## src/sv/ssw_pkg.sv

```systemverilog
`timescale 1ns / 1ps

package ssw_pkg;

   localparam int ByteW    = 8;
   localparam int CountW   = 22;
   localparam int PauseW   = 16;
   localparam int DigitW   = 4;
   localparam int PhaseW   = 2;
   localparam int PinW     = 6;
   localparam int ModeW    = 3;

   localparam logic [ModeW-1:0] MODE_IDLE   = 3'd0;
   localparam logic [ModeW-1:0] MODE_CMD    = 3'd1;
   localparam logic [ModeW-1:0] MODE_PARAMS = 3'd2;
   localparam logic [ModeW-1:0] MODE_STEP   = 3'd3;
   localparam logic [ModeW-1:0] MODE_HELD   = 3'd4;

   localparam logic [ByteW-1:0] HASH_BYTE  = 8'd35;
   localparam logic [ByteW-1:0] DIGIT_ZERO = 8'd48;
   localparam logic [ByteW-1:0] CHAR_ONE   = 8'd49;
   localparam logic [ByteW-1:0] CHAR_TWO   = 8'd50;

   localparam logic [PauseW-1:0] PAUSE_NUMERATOR = 16'd60000;
   localparam logic [DigitW-1:0] LAST_DIGIT      = 4'd10;
   localparam logic [DigitW-1:0] LAST_STEP_DIGIT = 4'd5;

   // pin bits: 0 ena, 1 in1, 2 in2, 3 enb, 4 in3, 5 in4
   localparam int PIN_ENA = 0;
   localparam int PIN_IN1 = 1;
   localparam int PIN_IN2 = 2;
   localparam int PIN_ENB = 3;
   localparam int PIN_IN3 = 4;
   localparam int PIN_IN4 = 5;

   typedef struct packed {
      logic              done;
      logic [PauseW-1:0] quotient;
   } div_result_type;

   function automatic logic [PinW-1:0] drive_phase(input logic [PinW-1:0] pins,
                                                   input logic [PhaseW-1:0] phase,
                                                   input logic [ByteW-1:0] dir);
      logic [PhaseW-1:0] p;
      logic [PinW-1:0]   r;
      begin
         p = (dir == CHAR_TWO) ? ~phase : phase;
         r = pins;
         case (p)
            2'd0: begin
               r[PIN_ENA] = 1'b1; r[PIN_IN1] = 1'b1; r[PIN_IN2] = 1'b0;
            end
            2'd1: begin
               r[PIN_ENB] = 1'b1; r[PIN_IN3] = 1'b1; r[PIN_IN4] = 1'b0;
            end
            2'd2: begin
               r[PIN_ENA] = 1'b1; r[PIN_IN2] = 1'b1; r[PIN_IN1] = 1'b0;
            end
            default: begin
               r[PIN_ENB] = 1'b1; r[PIN_IN4] = 1'b1; r[PIN_IN3] = 1'b0;
            end
         endcase
         return r;
      end
   endfunction

endpackage

```

## src/sv/ssw_req_if.sv

```systemverilog
`timescale 1ns / 1ps

interface ssw_req_if import ssw_pkg::*; ();
   logic             valid;
   logic             ready;
   logic             command;
   logic [ByteW-1:0] rx_byte;

   modport source (output valid, output command, output rx_byte, input ready);
   modport sink   (input valid, input command, input rx_byte, output ready);
endinterface

```

## src/sv/ssw_rsp_if.sv

```systemverilog
`timescale 1ns / 1ps

interface ssw_rsp_if import ssw_pkg::*; ();
   logic              valid;
   logic              ready;
   logic              ena;
   logic              in1;
   logic              in2;
   logic              enb;
   logic              in3;
   logic              in4;
   logic [ModeW-1:0]  mode;
   logic [CountW-1:0] steps_left;

   modport source (output valid, output ena, output in1, output in2, output enb,
                   output in3, output in4, output mode, output steps_left,
                   input ready);
   modport sink   (input valid, input ena, input in1, input in2, input enb,
                   input in3, input in4, input mode, input steps_left,
                   output ready);
endinterface

```

## src/sv/ssw_div.sv

```systemverilog
`timescale 1ns / 1ps

module ssw_div import ssw_pkg::*; (
   input  logic                clock,
   input  logic                reset,
   input  logic                start,
   input  logic [CountW-1:0]   divisor,
   output div_result_type      result
);

   logic              busy_ff, busy_in;
   logic              done_ff, done_in;
   logic [3:0]        cnt_ff, cnt_in;
   logic [CountW-1:0] div_ff, div_in;
   logic [CountW-1:0] rem_ff, rem_in;
   logic [PauseW-1:0] quo_ff, quo_in;
   logic [CountW:0]   rem_sh;
   logic              ge;

   // restoring division, one quotient bit per cycle
   always_comb begin
      rem_sh  = {rem_ff, quo_ff[PauseW-1]};
      ge      = rem_sh >= {1'b0, div_ff};
      busy_in = busy_ff;
      done_in = 1'b0;
      cnt_in  = cnt_ff;
      div_in  = div_ff;
      rem_in  = rem_ff;
      quo_in  = quo_ff;
      if (start) begin
         busy_in = 1'b1;
         cnt_in  = 4'd15;
         div_in  = divisor;
         rem_in  = '0;
         quo_in  = PAUSE_NUMERATOR;
      end else if (busy_ff) begin
         rem_in = ge ? CountW'(rem_sh - {1'b0, div_ff}) : rem_sh[CountW-1:0];
         quo_in = {quo_ff[PauseW-2:0], ge};
         cnt_in = cnt_ff - 4'd1;
         if (cnt_ff == 4'd0) begin
            busy_in = 1'b0;
            done_in = 1'b1;
         end
      end
   end

   always_ff @(posedge clock) begin
      if (reset) begin
         busy_ff <= 1'b0;
         done_ff <= 1'b0;
         cnt_ff  <= '0;
      end else begin
         busy_ff <= busy_in;
         done_ff <= done_in;
         cnt_ff  <= cnt_in;
      end
      div_ff <= div_in;
      rem_ff <= rem_in;
      quo_ff <= quo_in;
   end

   assign result.done     = done_ff;
   assign result.quotient = quo_ff;

endmodule

```

## src/sv/serial_stepper_wave_drive_sequencer.sv

```systemverilog
`timescale 1ns / 1ps
// a tick and most bytes, once accepted, have their result registered and valid in the next cycle
// the byte that ends parameter reception starts a 16-step divider that computes the pause,
// one bit per cycle; its done loads the result, and the block is not ready meanwhile
// throughput: otherwise one transaction per cycle while results are taken; the result register frees on the same edge
// reset: synchronous, active high; clears the parser, counters and pin latch to idle/low

module serial_stepper_wave_drive_sequencer import ssw_pkg::*; (
   input  logic       clock,
   input  logic       reset,
   ssw_req_if.sink    req_chan,
   ssw_rsp_if.source  rsp_chan
);

   localparam logic S_READY  = 1'b0;
   localparam logic S_DIVIDE = 1'b1;

   logic              seq_ff, seq_in;
   logic [ModeW-1:0]  mode_ff, mode_in;
   logic [DigitW-1:0] digit_ff, digit_in;
   logic [ByteW-1:0]  dir_ff, dir_in;
   logic [CountW-1:0] steps_ff, steps_in;
   logic [CountW-1:0] speed_ff, speed_in;
   logic [PauseW-1:0] pause_ff, pause_in;
   logic [PauseW-1:0] delay_ff, delay_in;
   logic [PhaseW-1:0] phase_ff, phase_in;
   logic [PinW-1:0]   pins_ff, pins_in;

   logic              rsp_valid_ff, rsp_valid_in;
   logic [PinW-1:0]   rsp_pins_ff;
   logic [ModeW-1:0]  rsp_mode_ff;
   logic [CountW-1:0] rsp_steps_ff;

   logic              accept;
   logic              rsp_load;
   logic              div_start;
   div_result_type    div_res;
   logic [ByteW-1:0]  digit;
   logic [CountW-1:0] mul_src;
   logic [CountW-1:0] mul_out;
   logic [PauseW-1:0] delay_dec;
   logic [PauseW-1:0] pause_calc;

   ssw_div u_div (
      .clock   (clock),
      .reset   (reset),
      .start   (div_start),
      .divisor (speed_in),
      .result  (div_res)
   );

   assign req_chan.ready = (seq_ff == S_READY) && (!rsp_valid_ff || rsp_chan.ready);
   assign accept         = req_chan.valid && req_chan.ready;

   assign digit   = req_chan.rx_byte - DIGIT_ZERO;
   assign mul_src = (digit_ff <= LAST_STEP_DIGIT) ? steps_ff : speed_ff;
   assign mul_out = CountW'({mul_src, 3'b000} + {mul_src, 1'b0} + CountW'(digit));
   assign delay_dec = (delay_ff != '0) ? delay_ff - 16'd1 : delay_ff;

   always_comb begin
      pause_calc = (speed_ff == '0) ? PAUSE_NUMERATOR : div_res.quotient;
      if (pause_calc == '0) begin
         pause_calc = 16'd1;
      end
   end

   always_comb begin
      seq_in    = seq_ff;
      mode_in   = mode_ff;
      digit_in  = digit_ff;
      dir_in    = dir_ff;
      steps_in  = steps_ff;
      speed_in  = speed_ff;
      pause_in  = pause_ff;
      delay_in  = delay_ff;
      phase_in  = phase_ff;
      pins_in   = pins_ff;
      rsp_load  = 1'b0;
      div_start = 1'b0;
      case (seq_ff)
         S_READY: begin
            if (accept) begin
               rsp_load = 1'b1;
               if (req_chan.command) begin
                  case (mode_ff)
                     MODE_IDLE: begin
                        if (req_chan.rx_byte == HASH_BYTE) begin
                           mode_in = MODE_CMD;
                        end
                     end
                     MODE_CMD, MODE_HELD: begin
                        if (req_chan.rx_byte == CHAR_TWO) begin
                           mode_in  = MODE_PARAMS;
                           digit_in = '0;
                        end else begin
                           mode_in = MODE_IDLE;
                        end
                     end
                     MODE_PARAMS: begin
                        if (digit_ff == '0) begin
                           dir_in   = req_chan.rx_byte;
                           steps_in = '0;
                           speed_in = '0;
                        end else if (digit_ff <= LAST_STEP_DIGIT) begin
                           steps_in = mul_out;
                        end else begin
                           speed_in = mul_out;
                        end
                        digit_in = digit_ff + 4'd1;
                        if (digit_ff == LAST_DIGIT) begin
                           digit_in  = '0;
                           div_start = 1'b1;
                           rsp_load  = 1'b0;
                           seq_in    = S_DIVIDE;
                        end
                     end
                     MODE_STEP: begin
                        if (req_chan.rx_byte == HASH_BYTE) begin
                           mode_in = MODE_HELD;
                        end
                     end
                     default: begin
                        mode_in = MODE_IDLE;
                     end
                  endcase
               end else if (mode_ff == MODE_STEP) begin
                  delay_in = delay_dec;
                  if (delay_dec == '0) begin
                     steps_in = steps_ff - 22'd1;
                     if (steps_in == '0) begin
                        mode_in = MODE_IDLE;
                     end else begin
                        phase_in = phase_ff + 2'd1;
                        pins_in  = drive_phase(pins_ff, phase_in, dir_ff);
                        delay_in = pause_ff;
                     end
                  end
               end
            end
         end
         S_DIVIDE: begin
            if (div_res.done) begin
               seq_in   = S_READY;
               rsp_load = 1'b1;
               pause_in = pause_calc;
               if ((dir_ff != CHAR_ONE && dir_ff != CHAR_TWO) || steps_ff == '0) begin
                  mode_in = MODE_IDLE;
               end else begin
                  mode_in  = MODE_STEP;
                  phase_in = '0;
                  pins_in  = drive_phase(pins_ff, 2'd0, dir_ff);
                  delay_in = pause_calc;
               end
            end
         end
         default: begin
            seq_in = S_READY;
         end
      endcase
   end

   always_comb begin
      rsp_valid_in = rsp_valid_ff;
      if (rsp_chan.ready) begin
         rsp_valid_in = 1'b0;
      end
      if (rsp_load) begin
         rsp_valid_in = 1'b1;
      end
   end

   always_ff @(posedge clock) begin
      if (reset) begin
         seq_ff       <= S_READY;
         mode_ff      <= MODE_IDLE;
         digit_ff     <= '0;
         dir_ff       <= '0;
         steps_ff     <= '0;
         speed_ff     <= '0;
         pause_ff     <= '0;
         delay_ff     <= '0;
         phase_ff     <= '0;
         pins_ff      <= '0;
         rsp_valid_ff <= 1'b0;
      end else begin
         seq_ff       <= seq_in;
         mode_ff      <= mode_in;
         digit_ff     <= digit_in;
         dir_ff       <= dir_in;
         steps_ff     <= steps_in;
         speed_ff     <= speed_in;
         pause_ff     <= pause_in;
         delay_ff     <= delay_in;
         phase_ff     <= phase_in;
         pins_ff      <= pins_in;
         rsp_valid_ff <= rsp_valid_in;
      end
      if (rsp_load) begin
         rsp_pins_ff  <= pins_in;
         rsp_mode_ff  <= mode_in;
         rsp_steps_ff <= (mode_in == MODE_STEP || mode_in == MODE_HELD) ? steps_in : '0;
      end
   end

   assign rsp_chan.valid      = rsp_valid_ff;
   assign rsp_chan.ena        = rsp_pins_ff[PIN_ENA];
   assign rsp_chan.in1        = rsp_pins_ff[PIN_IN1];
   assign rsp_chan.in2        = rsp_pins_ff[PIN_IN2];
   assign rsp_chan.enb        = rsp_pins_ff[PIN_ENB];
   assign rsp_chan.in3        = rsp_pins_ff[PIN_IN3];
   assign rsp_chan.in4        = rsp_pins_ff[PIN_IN4];
   assign rsp_chan.mode       = rsp_mode_ff;
   assign rsp_chan.steps_left = rsp_steps_ff;

   // no new transaction while the divider runs
   assert property (@(posedge clock) disable iff (reset)
      seq_ff == S_DIVIDE |-> !req_chan.ready)
      else $error("transaction taken during divide");

   // divider result only arrives while waiting for it
   assert property (@(posedge clock) disable iff (reset)
      div_res.done |-> seq_ff == S_DIVIDE)
      else $error("unexpected divider completion");

   // stepping or held always has steps outstanding
   assert property (@(posedge clock) disable iff (reset)
      (mode_ff == MODE_STEP || mode_ff == MODE_HELD) |-> steps_ff != '0)
      else $error("stepping with zero steps");

   // parameter byte counter never passes the last speed digit
   assert property (@(posedge clock) disable iff (reset)
      digit_ff <= LAST_DIGIT)
      else $error("digit counter out of range");

   // entering divide leaves the result register empty
   assert property (@(posedge clock) disable iff (reset)
      div_start |=> !rsp_valid_ff)
      else $error("result pending at divide start");

endmodule

```

## src/flat_wrapper.sv

```systemverilog
// flat-port wrapper written by rule: the top's interface ports become plain ports
module serial_stepper_wave_drive_sequencer_flat import ssw_pkg::*;
  (clock, reset, req_chan_valid, req_chan_command, req_chan_rx_byte, req_chan_ready, rsp_chan_valid, rsp_chan_ena, rsp_chan_in1, rsp_chan_in2, rsp_chan_enb, rsp_chan_in3, rsp_chan_in4, rsp_chan_mode, rsp_chan_steps_left, rsp_chan_ready);
  ssw_req_if req_chan_i ();
  ssw_rsp_if rsp_chan_i ();
  input  logic clock;
  input  logic reset;
  input wire logic [$bits(req_chan_i.valid)-1:0] req_chan_valid;
  input wire logic [$bits(req_chan_i.command)-1:0] req_chan_command;
  input wire logic [$bits(req_chan_i.rx_byte)-1:0] req_chan_rx_byte;
  output wire logic [$bits(req_chan_i.ready)-1:0] req_chan_ready;
  output wire logic [$bits(rsp_chan_i.valid)-1:0] rsp_chan_valid;
  output wire logic [$bits(rsp_chan_i.ena)-1:0] rsp_chan_ena;
  output wire logic [$bits(rsp_chan_i.in1)-1:0] rsp_chan_in1;
  output wire logic [$bits(rsp_chan_i.in2)-1:0] rsp_chan_in2;
  output wire logic [$bits(rsp_chan_i.enb)-1:0] rsp_chan_enb;
  output wire logic [$bits(rsp_chan_i.in3)-1:0] rsp_chan_in3;
  output wire logic [$bits(rsp_chan_i.in4)-1:0] rsp_chan_in4;
  output wire logic [$bits(rsp_chan_i.mode)-1:0] rsp_chan_mode;
  output wire logic [$bits(rsp_chan_i.steps_left)-1:0] rsp_chan_steps_left;
  input wire logic [$bits(rsp_chan_i.ready)-1:0] rsp_chan_ready;
  assign req_chan_i.valid = req_chan_valid;
  assign req_chan_i.command = req_chan_command;
  assign req_chan_i.rx_byte = req_chan_rx_byte;
  assign req_chan_ready = req_chan_i.ready;
  assign rsp_chan_valid = rsp_chan_i.valid;
  assign rsp_chan_ena = rsp_chan_i.ena;
  assign rsp_chan_in1 = rsp_chan_i.in1;
  assign rsp_chan_in2 = rsp_chan_i.in2;
  assign rsp_chan_enb = rsp_chan_i.enb;
  assign rsp_chan_in3 = rsp_chan_i.in3;
  assign rsp_chan_in4 = rsp_chan_i.in4;
  assign rsp_chan_mode = rsp_chan_i.mode;
  assign rsp_chan_steps_left = rsp_chan_i.steps_left;
  assign rsp_chan_i.ready = rsp_chan_ready;
  serial_stepper_wave_drive_sequencer u_core (.clock(clock), .reset(reset), .req_chan(req_chan_i), .rsp_chan(rsp_chan_i));
endmodule
```

## config.mk

```make
export PLATFORM = sky130hd
export DESIGN_NAME = serial_stepper_wave_drive_sequencer_flat
export DESIGN_NICKNAME = d
export VERILOG_FILES = /design/src/sv/ssw_pkg.sv /design/src/sv/ssw_req_if.sv /design/src/sv/ssw_rsp_if.sv /design/src/sv/ssw_div.sv /design/src/sv/serial_stepper_wave_drive_sequencer.sv /design/src/flat_wrapper.sv
export SDC_FILE = /design/constraint.sdc
export NUM_CORES = 1
export LEC_CHECK = 0
export BUFFER_PORTS_ARGS = -buffer_cell sky130_fd_sc_hd__buf_2
export CAP_MARGIN = 20
export CORE_MARGIN = 5
export CORE_UTILIZATION = 44
export CTS_CLUSTER_DIAMETER = 200
export DETAILED_ROUTE_END_ITERATION = 12
export PLACE_DENSITY = 0.71
export SLEW_MARGIN = 5
export SYNTH_ARGS = -nofsm -noshare
export SYNTH_HDL_FRONTEND = slang
export SYNTH_HIERARCHICAL = 1
export SYNTH_SLANG_ARGS = --single-unit
```

## constraint.sdc

```tcl
create_clock -name clock -period 4.8 [get_ports clock]
set_input_delay 0.48 -clock clock [delete_from_list [all_inputs] [get_ports clock]]
set_output_delay 0.48 -clock clock [all_outputs]
set_load 0.01 [all_outputs]
```

### Yosys cells after proc, flatten, opt, wreduce, memory -nomap -nowiden

Cells that the tools add are included.

| storage, ports and cells | value |
|---|---|
| flip-flop bits (word level) | 198 |
| input port bits | 13 |
| bits in latches | 0 |
| memories | 0 |
| logic and storage cells | 173 |
| memory bits (writable) | 0 |
| memory bits (read-only) | 0 |
| output and inout bits | 33 |

| cells by class | value |
|---|---|
| bitwise logic cells | 3 |
| add/subtract/negate cells | 9 |
| shift-type cells | 0 |
| equal/unequal tests | 24 |
| divide/modulo/power cells | 0 |
| $mul | 0 |
| $lt $le $gt $ge | 2 |
| multiplexer cells | 85 |
| reduce and logical (&&, ||, !) cells | 30 |

Operators with widths:

| cell | count |
|---|---|
| $mux W22 | 15 |
| $mux W16 | 10 |
| $logic_not A22 Y1 | 3 |
| $mux W6 | 7 |
| $logic_not A16 Y1 | 2 |
| $pmux W16 S2 | 1 |
| $pmux W3 S2 | 5 |
| $eq A8 B6 Y1 const B | 3 |
| $mux W3 | 8 |
| $ge A23 B22 Y1 | 1 |
| $add A22 B22 Y22 | 1 |
| $add A22 B8 Y22 | 1 |
| $mux W2 | 11 |
| $sub A22 B1 Y22 const B | 1 |
| $sub A22 B22 Y22 | 1 |
| $mux W21 | 1 |
| $mux W1 | 17 |
| $mux W4 | 4 |
| $ne A8 B6 Y1 const B | 2 |
| $reduce_bool A16 Y1 | 1 |
| $sub A16 B1 Y16 const B | 1 |
| $reduce_and A5 Y1 | 3 |
| $ne A2 B2 Y1 const B | 6 |
| $pmux W3 S4 | 1 |
| 29 further kinds | 47 |

### Longest topological paths before layout

Gate-level depths: netlist of the first run.

| depth | value |
|---|---|
| depth after elaboration | 12 |
| depth in mapped cells | 19 |
| depth with buffers taken out | 17 |

### Cells and area by module

Netlist of the first run, hierarchy kept.

Modules (own cells, without submodules):

| module | times used | area an instance (um^2) | cells an instance | sequential area each (um^2) |
|---|---|---|---|---|
| serial_stepper_wave_drive_sequencer | 1 | 8,770.9 | 1,096 | 2,952.8 |
| ssw_div | 1 | 3,624.7 | 392 | 1,541.5 |

### Worst setup path after synthesis of the first run

OpenSTA, ideal clock, no wires.

| timing path | value |
|---|---|
| kind | register -> register |
| start | register u_core.digit_ff[1] |
| end | register u_core.rsp_steps_ff[18] (netlist: u_core/rsp_chan.steps_left[18]), data pin |
| cell stages (with the launch flop) | 18 |
| path slack | 0.360 ns |
| library setup time | 0.257 ns |
| buffers on the path | 3 |
| arrival time | 4.183 ns |
| path through | dfxtp_1 clkbuf_1 a21oi_1 clkbuf_1 buf_1 nand2_1 nand2_1 fa_1 ha_1 nor2b_1 o31a_1 o41ai_1 o221ai_1 o21a_1 nor2_1 xnor2_1 a2bb2oi_1 nor2_2 |

| between the ends | value |
|---|---|
| longest elaborated chain between the ends | 10 |
| elaborated cells between the ends (all ways) | 11 |

Ends and longest elaborated chain:

| element | line | RTL |
|---|---|---|
| start: declaration | serial_stepper_wave_drive_sequencer.sv:20 | `logic [DigitW-1:0] digit_ff, digit_in;` |
| start signal: assignment | serial_stepper_wave_drive_sequencer.sv:188 | `digit_ff <= digit_in;` |
| $le A4 B3 Y1 | serial_stepper_wave_drive_sequencer.sv:56, serial_stepper_wave_drive_sequencer.sv:104 |  |
| $mux W21 | serial_stepper_wave_drive_sequencer.sv:56 | `assign mul_src = (digit_ff <= LAST_STEP_DIGIT) ? steps_ff : speed_ff;` |
| $add A22 B22 Y22 | serial_stepper_wave_drive_sequencer.sv:57 | `assign mul_out = CountW'({mul_src, 3'b000} + {mul_src, 1'b0} + CountW'(digit));` |
| $add A22 B8 Y22 | serial_stepper_wave_drive_sequencer.sv:57 |  |
| $mux W22 | serial_stepper_wave_drive_sequencer.sv:104 | `end else if (digit_ff <= LAST_STEP_DIGIT) begin` |
| $mux W22 (*) | serial_stepper_wave_drive_sequencer.sv:100 | `if (digit_ff == '0) begin` |
| $mux W22 (*) | serial_stepper_wave_drive_sequencer.sv:85 | `case (mode_ff)` |
| $mux W22 (*) | serial_stepper_wave_drive_sequencer.sv:84 | `if (req_chan.command) begin` |
| $mux W22 (*) | serial_stepper_wave_drive_sequencer.sv:82 | `if (accept) begin` |
| $mux W22 (*) | serial_stepper_wave_drive_sequencer.sv:80 | `case (seq_ff)` |
| end signal: assignment | serial_stepper_wave_drive_sequencer.sv:201 | `rsp_steps_ff <= (mode_in == MODE_STEP \|\| mode_in == MODE_HELD) ? steps_in : '0;` |
| end: declaration | serial_stepper_wave_drive_sequencer.sv:32 | `logic [CountW-1:0] rsp_steps_ff;` |

Mark *: on every way between the ends. The rest lies on a longest branch, timed or not.
A chain may end at the register's enable or synchronous reset.

### Final worst setup path of the first run

| timing path | value |
|---|---|
| start | register u_core.digit_ff[2] |
| end | register u_core.rsp_steps_ff[18] (netlist: u_core/rsp_chan.steps_left[18]), data pin |

The elaborated chain is that of the path after synthesis.

==> results of run 1 <==
[worst max-delay path by stage]
| stage | from | end | slack [ns] | cells after the start |
|---|---|---|---|---|
| after floorplan | u_core/digit_ff[1]$_SDFFE_PP0P_ | u_core/rsp_chan.steps_left[18]$_SDFFCE_PN0P_ | 0.36 | 17 |
| after global placement | u_core/digit_ff[1]$_SDFFE_PP0P_ | u_core/rsp_chan.steps_left[18]$_SDFFCE_PN0P_ | 0.55 | 15 |
| after detailed placement | u_core/digit_ff[2]$_SDFFE_PP0P_ | u_core/rsp_chan.steps_left[18]$_SDFFCE_PN0P_ | 0.50 | 15 |
| after CTS | u_core/digit_ff[1]$_SDFFE_PP0P_ | u_core/rsp_chan.steps_left[18]$_SDFFCE_PN0P_ | 0.50 | 15 |
| after global routing | u_core/digit_ff[1]$_SDFFE_PP0P_ | u_core/rsp_chan.steps_left[21]$_SDFFCE_PN0P_ | 0.21 | 14 |
| final | u_core/digit_ff[2]$_SDFFE_PP0P_ | u_core/rsp_chan.steps_left[18]$_SDFFCE_PN0P_ | 0.44 | 15 |
[worst reg2reg max path, cell delays in order (launching register included)]
cell and delay, ns:
dfxtp_1 0.49, a21o_1 0.27, buf_4 0.30, nand2_1 0.09
o21ai_0 0.14, fa_1 0.49, ha_1 0.36, o21a_1 0.13
o31a_1 0.14, o41ai_1 0.66, o221ai_1 0.32, o21a_1 0.24
nor2_1 0.11, xnor2_1 0.11, a2bb2oi_1 0.24, nor2_2 0.05
[sequential cells by signal (all words and copies together), names as in the netlist, 16 cells and up]
signal                      flops
u_core/delay_ff                16
u_core/steps_ff                22
u_core/speed_ff                22
u_core/u_div/quo_ff            16
u_core/u_div/rem_ff            22
u_core/pause_ff                16
u_core/rsp_chan.steps_left     22
u_core/u_div/div_ff            22
[metrics by stage]
| step | setup slack, ns | hold slack, ns | instances | area [µm²] |
|---|---|---|---|---|
| after floorplan | 0.3598 | 0.4361 | 1488 | 12400 |
| after global placement | 0.5464 | 0.4435 | 1845 | 12920 |
| after detailed placement | 0.5014 | 0.4488 | 1846 | 12930 |
| after CTS | 0.5049 | 0.3213 | 1878 | 13570 |
| after global routing | 0.2079 | 0.3316 | 1879 | 13600 |
| final | 0.4361 | 0.3409 | 1879 | 13600 |
[cells in the final DEF, fill, tap and decap left out, types with 25 or more instances in the layout]
cell type  count
nor2_1       173
buf_4         25
nand3_1       41
mux2i_1       33
a211oi_1      43
o21ai_0       47
a21oi_1      117
dfxtp_1      144
nor3_1        42
edfxtp_1      53
ha_1          64
xnor2_1       36
nand2_1      182
inv_1         55
nor2b_1       33
buf_2         44
[routing by layer]
metal,track usage,part of all wire,up-vias
met5,0,0,-
met4,0.07090,0.027,0
met3,0.03238,0.056,65
met2,0.3378,0.45,386
met1,0.2955,0.46,5168
li1,-,-,5353
[kinds of logic (layout without fill, tap and decap cells)]
kind of cell,Yosys count,in the layout,synth area share
AND/OR/NAND/NOR,619,619,0.2474
AO/OA/AOI/OAI,362,362,0.1969
flip-flops,198,198,0.3626
buffers and inverters,145,158,0.04895
adder cells (fa/ha/maj),69,69,0.07268
XOR/XNOR,58,58,0.04098
multiplexers,37,37,0.03048
[cell type report]
| type | count | area [µm²] |
|---|---|---|
| clock buffer | 18 | 450.4 |
| clock inverter | 14 | 185.2 |
| fill | 2670 | 14180 |
| inverter | 55 | 206.4 |
| multi-input combinational | 1145 | 7340 |
| sequential | 198 | 4496 |
| tap | 378 | 473.0 |
| timing repair buffer | 71 | 446.7 |
[power by group]
part	leakage, nW	switching (mW)	internal [mW]	total, mW
registers	1.70	0.00451	1.72	1.72
clock network	0.309	0.789	0.754	1.54
logic	3.37	0.0969	0.0425	0.139
total	5.38	0.890	2.52	3.41
==> summary.md, run 1 <==
| Metric | Value |
|---|---|
| Netlist cell types | `between 90 and 100` |
| Number of synthesized flops with an enable pin | `53` |
| Cells after Synth | `1488` |
| Hold endpoint | `u_core/dir_ff[5]$_SDFFE_PP0P_` |
| Detailed-router iteration count before antenna repair | `8` |
| Async SR Flop Fraction | `0` |
| Mean routed wirelength per cell | `17.91 µm` |
| Detailed router's first-iteration violation count | `836` |
| Worst path max stage delay | `around 0.66 ns` |
| Leakage | `roughly 5.4 nW` |
| Initial Util | `0.4462` |
| CP Buf/Inv Count | `1` |
| Die width | `177.8 µm` |
| CTS tree | `yes` |
| Critical Path Start Type | `flop` |
| CTS Buf Count | `17` |
| Critical Path Slowest Stage Cell | `o41ai_1` |
| Fin nets | `~1600` |
| Vias | `around 11000` |
| Ratio of cells with drive above 1 in the final layout | `0.1093` |
| ANT cells | `0` |
| Largest area contributor in the synthesized netlist | `dfxtp_1` |
| Final Hold Viols | `0` |
| Sequential fraction of the synthesis area | `0.3626` |
| Kind of critical path | `reg2reg` |
| Hold_sp | `req_chan_rx_byte[5]` |
| Hold Path Class | `in2reg` |
| Syn. warnings | `6` |
| Final WL | `33650 µm` |
| Gr ovfl total | `0` |
| Post-CTS Resized | `0` |
| Post-CTS setup buffer count | `0` |
| Core area | `~0.028 mm²` |
| Share of the synthesized area in the top cell type | `0.2342` |
| Most common library cells after synthesis | `182 x nand2_1, 174 x nor2_1, 145 x dfxtp_1, 119 x a21oi_1, 66 x clkbuf_1` |
| CP top delay family | `compound AO/OA/AOI/OAI gates` |
| RR Endpoint | `u_core/rsp_chan.steps_left[18]$_SDFFCE_PN0P_` |
| Setup TNS | `0 ns` |
| Clock tree buffer depth | `2` |
| Max Transition Viols Final | `0` |
| Critical Path Sink Type | `flop` |
| H-tree Lvls | `4` |
| RSZ-0062 raised after global routing | `no` |
| Pin count of the biggest net entering global routing | `between 80 and 90` |
| Worst slew margin | `0.3812` |
| Tightest Pin Transition | `roughly 0.93 ns` |
| Fmax | `229.2 MHz` |
| Via-to-Cell Ratio | `5.839` |
| Chip Height | `approximately 180 µm` |
| Final min period | `4.364 ns` |
| Worst path required time | `5.00 ns` |
| Port buffer count | `45` |
| CP most frequent cell | `o21a_1` |
| Die ar. | `0.03163 mm²` |
| Worst-case clock skew | `0.01680 ns` |
| DR DRC count | `0` |
| Worst vdd ir | `218.0 µV` |
| Tcrit/Tclk final | `0.9091` |
| Num Clock Sinks | `around 200` |
| Ranking of synthesized cells by area | `dfxtp_1 23%, edfxtp_1 13%, ha_1 6.5%` |
| Io pins | `46` |
| DPL Wire Length | `24810 µm` |
| All-layer global routing usage | `0.2122` |
| Latest clock arrival within the worst-skew pair | `0.45 ns` |
| R2r startpoint | `u_core/digit_ff[2]$_SDFFE_PP0P_` |
| Remaining antenna violation count after routing | `0` |
| Worst-path cell chain | `a21o_1 > buf_4 > nand2_1 > o21ai_0 > fa_1 > ha_1 > o21a_1 > o31a_1 > o41ai_1 > o221ai_1 > o21a_1 > nor2_1 > xnor2_1 > a2bb2oi_1 > nor2_2` |
| CP arrival | `4.56 ns` |
| CTS root buf | `clkbuf_16` |
| Netlist Area Pre-Place | `about 0.012 mm²` |
| Setup-failing EPs final | `0` |
| Syn Area/Cell | `8.330 µm²` |
| Pwr dens | `250.5 mW/mm²` |
| Initial antenna violation count | `0` |
| Status | `complete, no violations` |
| Clk pin slew, worst setup/hold paths | `0.09 ns` |
| Setup slack, reg-to-reg | `0.44 ns` |
| Most used DFF post-synth | `dfxtp_1` |
| Max cap viols | `0` |
| Hold Buf Count CTS | `0` |
| Reg2Reg Depth | `15` |
| Count leader, synth | `nand2_1` |
| Area grow syn2layout | `9.690%` |
| Post-synthesis register bit count | `198` |
| WHS Path Cells | `3` |
| Synthesized Nets | `1570` |
| Total power | `3.406 mW` |
| Final Util | `0.4894` |
| Placer Congestion | `1.022` |
| Vias in the first global route | `10200` |
| Crit Path Max Fanout | `25` |
| Row count | `61` |
| First-pass GRT wire length | `54200 µm` |
No activity file was read; power rests on OpenSTA's default activity.
==> inputs of run 2 (changes only) <==
Settings changed: ABC_AREA set to 1.
==> run 2 against run 1 <==
Sequential share of layout area shrank 2.8 points. Die area up 10%. Routed wire length is 27% higher. Register-to-register slack improved by 0.29 ns. Non-clock buffer count down 9. Flip-flop and latch count unchanged. Utilization fell by 0.57 points. Synthesized cell count grew 41%. Final cell count up 35%. Sequential power about the same.
==> summary.md, run 2 <==
| Metric | Value |
|---|---|
| Status | `complete, no violations (unchanged)` |
| WL met3 | `2704 µm (was 1890 µm)` |
| Port buffer count | `45 (unchanged)` |
| Crit Path Max Fanout | `22 (was 25)` |
| Die width | `186.5 µm (was 177.8 µm)` |
| Fmax | `245.7 MHz (was 229.2 MHz)` |
| Placer Congestion | `1.010 (was 1.022)` |
| Cells after Synth | `2101 (was 1488)` |
| Tightest Pin Transition | `1.119 ns (was 0.9281 ns)` |
| Vias | `13910 (was 10970)` |
| Final Hold Viols | `0 (unchanged)` |
| Fin area | `0.01484 mm² (was 0.01360 mm²)` |
| Clock tree buffer depth | `2 (unchanged)` |
| Via-to-Cell Ratio | `5.502 (was 5.839)` |
| Sequential Power Share | `0.476 (was 0.506)` |
| Final WL | `42580 µm (was 33650 µm)` |
| Remaining antenna violation count after routing | `0 (unchanged)` |
| Die ar. | `0.03478 mm² (was 0.03163 mm²)` |
| # fillers | `3152 (was 2670)` |
| Switching part of the total | `0.2930 (was 0.2613)` |
| CTS root buf | `clkbuf_16 (unchanged)` |
| Count leader, synth | `nand2_1 (unchanged)` |
| Leading cell type in the layout, fill and taps excluded | `nand2_1 (unchanged)` |
| Initial Util | `0.4470 (was 0.4462)` |
| Row count | `64 (was 61)` |
| Kind of critical path | `reg2reg (unchanged)` |
| Detailed router's first-iteration violation count | `1350 (was 836)` |
| Netlist cell types | `46 (was 96)` |
| Top sig layer | `met4 (unchanged)` |
| Chip Height | `186.5 µm (was 177.8 µm)` |
| Pin count of the biggest net entering global routing | `61 (was 83)` |
| CTS Buf Count | `17 (unchanged)` |
| H-tree Lvls | `4 (unchanged)` |
| CP arrival | `4.25 ns (was 4.56 ns)` |
| Mean routed wirelength per cell | `16.84 µm (was 17.91 µm)` |
| Syn Area/Cell | `6.525 µm² (was 8.330 µm²)` |
| Max cap viols | `0 (unchanged)` |
| Net Switching | `1.076 mW (was 0.8900 mW)` |
| Most common library cells after synthesis | `589 x nand2_1, 275 x inv_1, 241 x nor2_1, 145 x dfxtp_1, 126 x nand3_1 (was 182 x nand2_1, 174 x nor2_1, 145 x dfxtp_1, 119 x a21oi_1, 66 x clkbuf_1)` |
| RSZ-0062 raised after global routing | `no (unchanged)` |
| Largest area contributor in the synthesized netlist | `dfxtp_1 (unchanged)` |
| Dpl cell area | `0.01429 mm² (was 0.01293 mm²)` |
| Initial antenna violation count | `0 (unchanged)` |
| DPL Wire Length | `32590 µm (was 24810 µm)` |
| Critical Path Start Type | `flop (unchanged)` |
| Post-synthesis register bit count | `198 (unchanged)` |
| Ratio of cells with drive above 1 in the final layout | `0.06707 (was 0.1093)` |
| Max Transition Viols Final | `0 (unchanged)` |
| Met2 wire len | `19810 µm (was 15250 µm)` |
| Synthesized Nets | `2183 (was 1570)` |
| Post-CTS Resized | `0 (unchanged)` |
| Most frequent cells in the layout | `588 x nand2_1, 275 x inv_1, 240 x nor2_1 (was 182 x nand2_1, 173 x nor2_1, 144 x dfxtp_1)` |
| Post-CTS setup buffer count | `0 (unchanged)` |
| Syn. warnings | `6 (unchanged)` |
| Tcrit/Tclk final | `0.8478 (was 0.9091)` |
| Io pins | `46 (unchanged)` |
| Detailed-router iteration count before antenna repair | `7 (was 8)` |
| Final min period | `4.070 ns (was 4.364 ns)` |
| Area grow syn2layout | `8.233% (was 9.690%)` |
| Clk pwr share | `0.379 (was 0.453)` |
| Worst path required time | `4.98 ns (was 5.00 ns)` |
| Gr ovfl total | `0 (unchanged)` |
| Share of the synthesized area in the top cell type | `0.2118 (was 0.2342)` |
| Clk pin slew, worst setup/hold paths | `0.07 ns (was 0.09 ns)` |
| Netlist Area Pre-Place | `0.01371 mm² (was 0.01240 mm²)` |
| Worst vdd ir | `244.1 µV (was 218.0 µV)` |
| Async SR Flop Fraction | `0 (unchanged)` |
| Setup TNS | `0 ns (unchanged)` |
| Int Power | `2.597 mW (was 2.516 mW)` |
| Multi-input gate area | `0.007876 mm² (was 0.007340 mm²)` |
| Num Clock Sinks | `198 (unchanged)` |
| Worst-case clock skew | `0.01607 ns (was 0.01680 ns)` |
| Comb power frac | `0.145 (was 0.041)` |
| DR DRC count | `0 (unchanged)` |
| CTS tree | `yes (unchanged)` |
| Leakage | `7.322 nW (was 5.382 nW)` |
| Fin nets | `2201 (was 1570)` |
| Reg area | `0.004494 mm² (was 0.004496 mm²)` |
| All-layer global routing usage | `0.2369 (was 0.2122)` |
| Sequential fraction of the synthesis area | `0.3279 (was 0.3626)` |
| Latest clock arrival within the worst-skew pair | `0.45 ns (about the same)` |
| Critical Path Sink Type | `flop (unchanged)` |
| Post-Route M1 WL | `18390 µm (was 15590 µm)` |
| Vias in the first global route | `12930 (was 10200)` |
| Core area | `0.03067 mm² (was 0.02778 mm²)` |
| Hold WS | `0.3422 ns (was 0.3409 ns)` |
| Setup-failing EPs final | `0 (unchanged)` |
| ANT cells | `0 (unchanged)` |
| Hold Buf Count CTS | `0 (unchanged)` |
| Number of synthesized flops with an enable pin | `53 (unchanged)` |
| First-pass GRT wire length | `68100 µm (was 54200 µm)` |
| Most used DFF post-synth | `dfxtp_1 (unchanged)` |
| Worst slew margin | `0.2513 (was 0.3812)` |
| Pwr dens | `247.6 mW/mm² (was 250.5 mW/mm²)` |
| Hold Path Class | `in2reg (unchanged)` |
| Ranking of synthesized cells by area | `dfxtp_1 21%, nand2_1 16%, edfxtp_1 12% (was dfxtp_1 23%, edfxtp_1 13%, ha_1 6.5%)` |
==> run 2: through the flow <==
| step | instances | power [mW] | worst slack, ns | utilization |
|---|---|---|---|---|
| 4_1_cts | 2528 | 3.695 | 0.7960 | 0.4838 |
| 2_1_floorplan | 2101 | 2.145 | 0.9200 | - |
| 6_report | 2528 | 3.674 | 0.7305 | 0.4838 |
| 5_1_grt | 2528 | 3.833 | 0.3928 | 0.4838 |
| 3_5_place_dp | 2496 | 2.307 | 0.8079 | 0.4658 |
| 3_3_place_gp | 2496 | 2.308 | 0.8675 | 0.4658 |
==> run 2: cells by family (layout without fill, tap and decap cells) <==
family / count (synthesis) / count (layout) / share of synthesized area
XOR/XNOR: 32 / 32 / 0.02045
adder cells (fa/ha/maj): 69 / 69 / 0.06572
buffers and inverters: 347 / 378 / 0.09903
AO/OA/AOI/OAI: 369 / 369 / 0.1522
flip-flops: 198 / 198 / 0.3279
AND/OR/NAND/NOR: 1086 / 1086 / 0.3348
==> run 2: critical path: stages, from the launching register on <==
cell	delay, ns
dfxtp_1	0.32
inv_1	0.11
nand2_2	0.25
o21ai_0	0.56
xor2_1	0.19
inv_1	0.05
ha_1	0.27
ha_1	0.37
a21oi_1	0.21
o21ai_0	0.15
a21oi_1	0.16
nand2_1	0.12
nand2_1	0.09
nand2_1	0.07
xnor2_1	0.36
o22ai_1	0.16
nand2_1	0.11
nand3_1	0.12
inv_1	0.09
nor2_2	0.04
==> run 2: path summary, 6_finish.rpt <==
kind | start | end | slack, ns | depth (start not counted)
min | req_chan_rx_byte[1] | u_core/dir_ff[1]$_SDFFE_PP0P_ | 0.34 | 3
min reg2reg | u_core/u_div/rem_ff[10]$_SDFFE_PP0P_ | u_core/u_div/rem_ff[10]$_SDFFE_PP0P_ | 0.47 | 2
max reg2reg | u_core/digit_ff[3]$_SDFFE_PP0P_ | u_core/rsp_chan.steps_left[16]$_SDFFCE_PN0P_ | 0.73 | 19
max | u_core/digit_ff[3]$_SDFFE_PP0P_ | u_core/rsp_chan.steps_left[16]$_SDFFCE_PN0P_ | 0.73 | 19
==> run 2: power groups by stage <==
stage               registers, mW  clock network [mW]  logic, mW
floorplan                    1.79                   0      0.355
global placement             1.79                   0      0.520
detailed placement           1.79                   0      0.520
CTS                          1.75                1.42      0.522
global route                 1.75                1.49      0.589
finish                       1.75                1.39      0.533
==> run 2: layout make-up <==
cell class / instances / share of cell area
well taps: 396 / 0.03340
multi-input cells: 1556 / 0.5309
flip-flops and latches: 198 / 0.3029
repair buffers: 62 / 0.02378
inverters: 284 / 0.07185
clock buffers: 21 / 0.03112
clock inverters: 11 / 0.006072
==> run 2: routing by layer <==
metal | GRT usage | vias up
met5 | 0 | -
met4 | 0.09333 | 0
met3 | 0.03288 | 88
met2 | 0.3901 | 522
met1 | 0.3157 | 6424
li1 | - | 6876
==> inputs of run 3 (changes only) <==
Clock period 4.8 ns to 4 ns, I/O delays scaled along.
==> run 3 against run 2 <==
Clock-buffer cell count decreased by 3. Global-route usage decreased by 0.17 points. Die area unchanged. Sequential power increased by 20%. Worst setup slack got worse by 0.53 ns. Clock power increased by 25%. Cell area increased by 1.1%. Utilization increased by 0.51 points. Combinational power increased by 21%. Critical path type unchanged. Largest power group unchanged.
==> summary.md, run 3 (synthesized netlist as in run 2, its figures left out) <==
| Metric | Value |
|---|---|
| DPL Wire Length | `32420 µm (was 32590 µm)` |
| Max cap viols | `0 (unchanged)` |
| Worst vdd ir | `313.7 µV (was 244.1 µV)` |
| Fmax | `263.2 MHz (was 245.7 MHz)` |
| Gr ovfl total | `0 (unchanged)` |
| Most frequent cells in the layout | `588 x nand2_1, 275 x inv_1, 240 x nor2_1 (unchanged)` |
| Hold WS | `0.2584 ns (was 0.3422 ns)` |
| First-pass GRT wire length | `67860 µm (was 68100 µm)` |
| Reg2Reg Depth | `19 (unchanged)` |
| Final Hold Viols | `0 (unchanged)` |
| Chip Height | `186.5 µm (unchanged)` |
| Tcrit/Tclk final | `0.9499 (was 0.8478)` |
| Leading cell type in the layout, fill and taps excluded | `nand2_1 (unchanged)` |
| Io pins | `46 (unchanged)` |
| H-tree Lvls | `4 (unchanged)` |
| Mean routed wirelength per cell | `16.64 µm (was 16.84 µm)` |
| Row count | `64 (unchanged)` |
| Placer Congestion | `1.059 (was 1.010)` |
| Leakage | `7.421 nW (was 7.322 nW)` |
| Comb power frac | `0.144 (was 0.145)` |
| Worst-case clock skew | `0.01364 ns (was 0.01607 ns)` |
| Tightest Pin Transition | `0.9857 ns (was 1.119 ns)` |
| Total power | `4.491 mW (was 3.674 mW)` |
| Post-Place Worst Slack | `0.1812 ns (was 0.8079 ns)` |
| Vias in the first global route | `13070 (was 12930)` |
| Number of stages on the worst setup path | `19 (unchanged)` |
| Ratio of cells with drive above 1 in the final layout | `0.07549 (was 0.06707)` |
| CP arrival | `4.00 ns (was 4.25 ns)` |
| Latest clock arrival within the worst-skew pair | `0.46 ns (was 0.45 ns)` |
| CTS root buf | `clkbuf_16 (unchanged)` |
| Critical Path Start Type | `flop (unchanged)` |
| DR DRC count | `0 (unchanged)` |
| Max Transition Viols Final | `0 (unchanged)` |
| Int Power | `3.143 mW (was 2.597 mW)` |
| CTS tree | `yes (unchanged)` |
| WHS Path Cells | `3 (unchanged)` |
| Pwr dens | `299.5 mW/mm² (was 247.6 mW/mm²)` |
| CP Buf/Inv Count | `2 (was 3)` |
| Initial Util | `0.4470 (unchanged)` |
| Detailed-router iteration count before antenna repair | `7 (unchanged)` |
| CTS Buf Count | `17 (unchanged)` |
| Die width | `186.5 µm (unchanged)` |
| Die ar. | `0.03478 mm² (unchanged)` |
| Core area | `0.03067 mm² (unchanged)` |
| CP top delay family | `compound AO/OA/AOI/OAI gates (unchanged)` |
| R2r startpoint | `u_core/digit_ff[2]$_SDFFE_PP0P_ (was u_core/digit_ff[3]$_SDFFE_PP0P_)` |
| Port buffer count | `45 (unchanged)` |
| Net Switching | `1.348 mW (was 1.076 mW)` |
| Worst slew margin | `0.3405 (was 0.2513)` |
| Critical Path Sink Type | `flop (unchanged)` |
| RSZ-0062 raised after global routing | `yes (was no)` |
| Detailed router's first-iteration violation count | `1366 (was 1350)` |
| Num Clock Sinks | `198 (unchanged)` |
| Final WL | `42300 µm (was 42580 µm)` |
| Final min period | `3.799 ns (was 4.070 ns)` |
| Vias | `13970 (was 13910)` |
| Clock tree buffer depth | `2 (unchanged)` |
| Initial antenna violation count | `0 (unchanged)` |
| Post-route insts no fill | `2542 (was 2528)` |
| Placed cell count | `2510 (was 2496)` |
| RR Endpoint | `u_core/rsp_chan.steps_left[10]$_SDFFCE_PN0P_ (was u_core/rsp_chan.steps_left[16]$_SDFFCE_PN0P_)` |
| Worst-path cell chain | `nand2_1 > nand2_4 > nand2_1 > o21ai_0 > ha_1 > xor2_1 > inv_1 > fa_1 > inv_1 > nand3_1 > nand2_1 > a31oi_1 > xnor2_1 > o21ai_0 > o21ai_0 > a21oi_1 > o21ai_0 > o21ai_0 > nor2_1 (was inv_1 > nand2_2 > o21ai_0 > xor2_1 > inv_1 > ha_1 > ha_1 > a21oi_1 > o21ai_0 > a21oi_1 > nand2_1 > nand2_1 > nand2_1 > xnor2_1 > o22ai_1 > nand2_1 > nand3_1 > inv_1 > nor2_2)` |
| All-layer global routing usage | `0.2352 (was 0.2369)` |
| Hold_sp | `req_chan_rx_byte[1] (unchanged)` |
| Final setup margin | `0.2006 ns (was 0.7305 ns)` |
| Switching part of the total | `0.3001 (was 0.2930)` |
| Via-to-Cell Ratio | `5.496 (was 5.502)` |
| Remaining antenna violation count after routing | `0 (unchanged)` |
| Pin count of the biggest net entering global routing | `61 (unchanged)` |
| # fillers | `3154 (was 3152)` |
| Crit Path Max Fanout | `19 (was 22)` |
| Final Util | `0.4889 (was 0.4838)` |
| Hold Path Class | `in2reg (unchanged)` |
| Critical Path Slowest Stage Cell | `fa_1 (was o21ai_0)` |
| Worst path max stage delay | `0.48 ns (was 0.56 ns)` |
| Post-CTS setup buffer count | `0 (unchanged)` |
| Setup slack, reg-to-reg | `0.20 ns (was 0.73 ns)` |
| Clk pin slew, worst setup/hold paths | `0.08 ns (was 0.07 ns)` |
| Hold endpoint | `u_core/dir_ff[1]$_SDFFE_PP0P_ (unchanged)` |
| CP most frequent cell | `o21ai_0 (was nand2_1)` |
| ANT cells | `0 (unchanged)` |
| Area grow syn2layout | `9.383% (was 8.233%)` |
| Fin nets | `2215 (was 2201)` |
| Setup-failing EPs final | `0 (unchanged)` |
| Kind of critical path | `reg2reg (unchanged)` |
| Clk pwr share | `0.388 (was 0.379)` |
| Sequential Power Share | `0.468 (was 0.476)` |
| Worst path required time | `4.20 ns (was 4.98 ns)` |
| Status | `complete, no violations (unchanged)` |
run 3: power by group through the flow:
stage | Clock [mW] | Combinational, mW | Sequential [mW]
floorplan | 0 | 0.426 | 2.15
CTS | 1.78 | 0.628 | 2.10
detailed placement | 0 | 0.624 | 2.15
finish | 1.74 | 0.647 | 2.10
global route | 1.86 | 0.708 | 2.10
global placement | 0 | 0.625 | 2.15
run 3: worst reg2reg max path, stage by stage, from the launching register on:
cell	delay (ns)
dfxtp_1	0.41
nand2_1	0.13
nand2_4	0.19
nand2_1	0.07
o21ai_0	0.12
ha_1	0.31
xor2_1	0.21
inv_1	0.09
fa_1	0.48
inv_1	0.10
nand3_1	0.07
nand2_1	0.14
a31oi_1	0.12
xnor2_1	0.15
o21ai_0	0.27
o21ai_0	0.15
a21oi_1	0.23
o21ai_0	0.12
o21ai_0	0.13
nor2_1	0.08
run 3: routing by layer:
layer / vias to the layer above / routed length, µm / global-route usage / share of wire
met5: - / 0 / 0 / 0
met2: 525 / 20100 / 0.4014 / 0.48
met3: 84 / 2710 / 0.03102 / 0.064
li1: 6907 / - / - / -
met4: 0 / 1450 / 0.08604 / 0.034
met1: 6455 / 18040 / 0.3052 / 0.43
run 3: final cells by class:
cell class / count / area, µm² / share of cell area
multi-input combinational: 1556 / 7896 / 0.5266
sequential: 198 / 4494 / 0.2997
inverter: 284 / 1066 / 0.07109
tap: 396 / 495.5 / 0.03304
timing repair buffer: 76 / 461.7 / 0.03079
clock buffer: 18 / 450.4 / 0.03004
clock inverter: 14 / 130.1 / 0.008678
run 3: through the flow:
step / TNS, ns / instance area [µm²]
detailed placement: 0 / 14390
global route: -0.05709 / 14990
global placement: 0 / 14390
finish: 0 / 14990
CTS: 0 / 14970
floorplan: 0 / 13710
run 3: how the worst max path moves through the flow:
stage	from	end
6_report	u_core/digit_ff[2]$_SDFFE_PP0P_	u_core/rsp_chan.steps_left[10]$_SDFFCE_PN0P_
5_1_grt	u_core/digit_ff[2]$_SDFFE_PP0P_	u_core/u_div/div_ff[19]$_DFFE_PP_
4_1_cts	u_core/digit_ff[3]$_SDFFE_PP0P_	u_core/rsp_chan.steps_left[11]$_SDFFCE_PN0P_
3_5_place_dp	u_core/digit_ff[3]$_SDFFE_PP0P_	u_core/rsp_chan.steps_left[17]$_SDFFCE_PN0P_
3_3_place_gp	u_core/digit_ff[3]$_SDFFE_PP0P_	u_core/rsp_chan.steps_left[17]$_SDFFCE_PN0P_
2_1_floorplan	u_core/digit_ff[1]$_SDFFE_PP0P_	u_core/u_div/div_ff[19]$_DFFE_PP_
run 3: what timing repair did:
| action | CTS | global route |
|---|---|---|
| gates resized for setup | 0 | 6 |
| setup endpoints to repair | 0 | 34 |
| hold buffers | 0 | 0 |
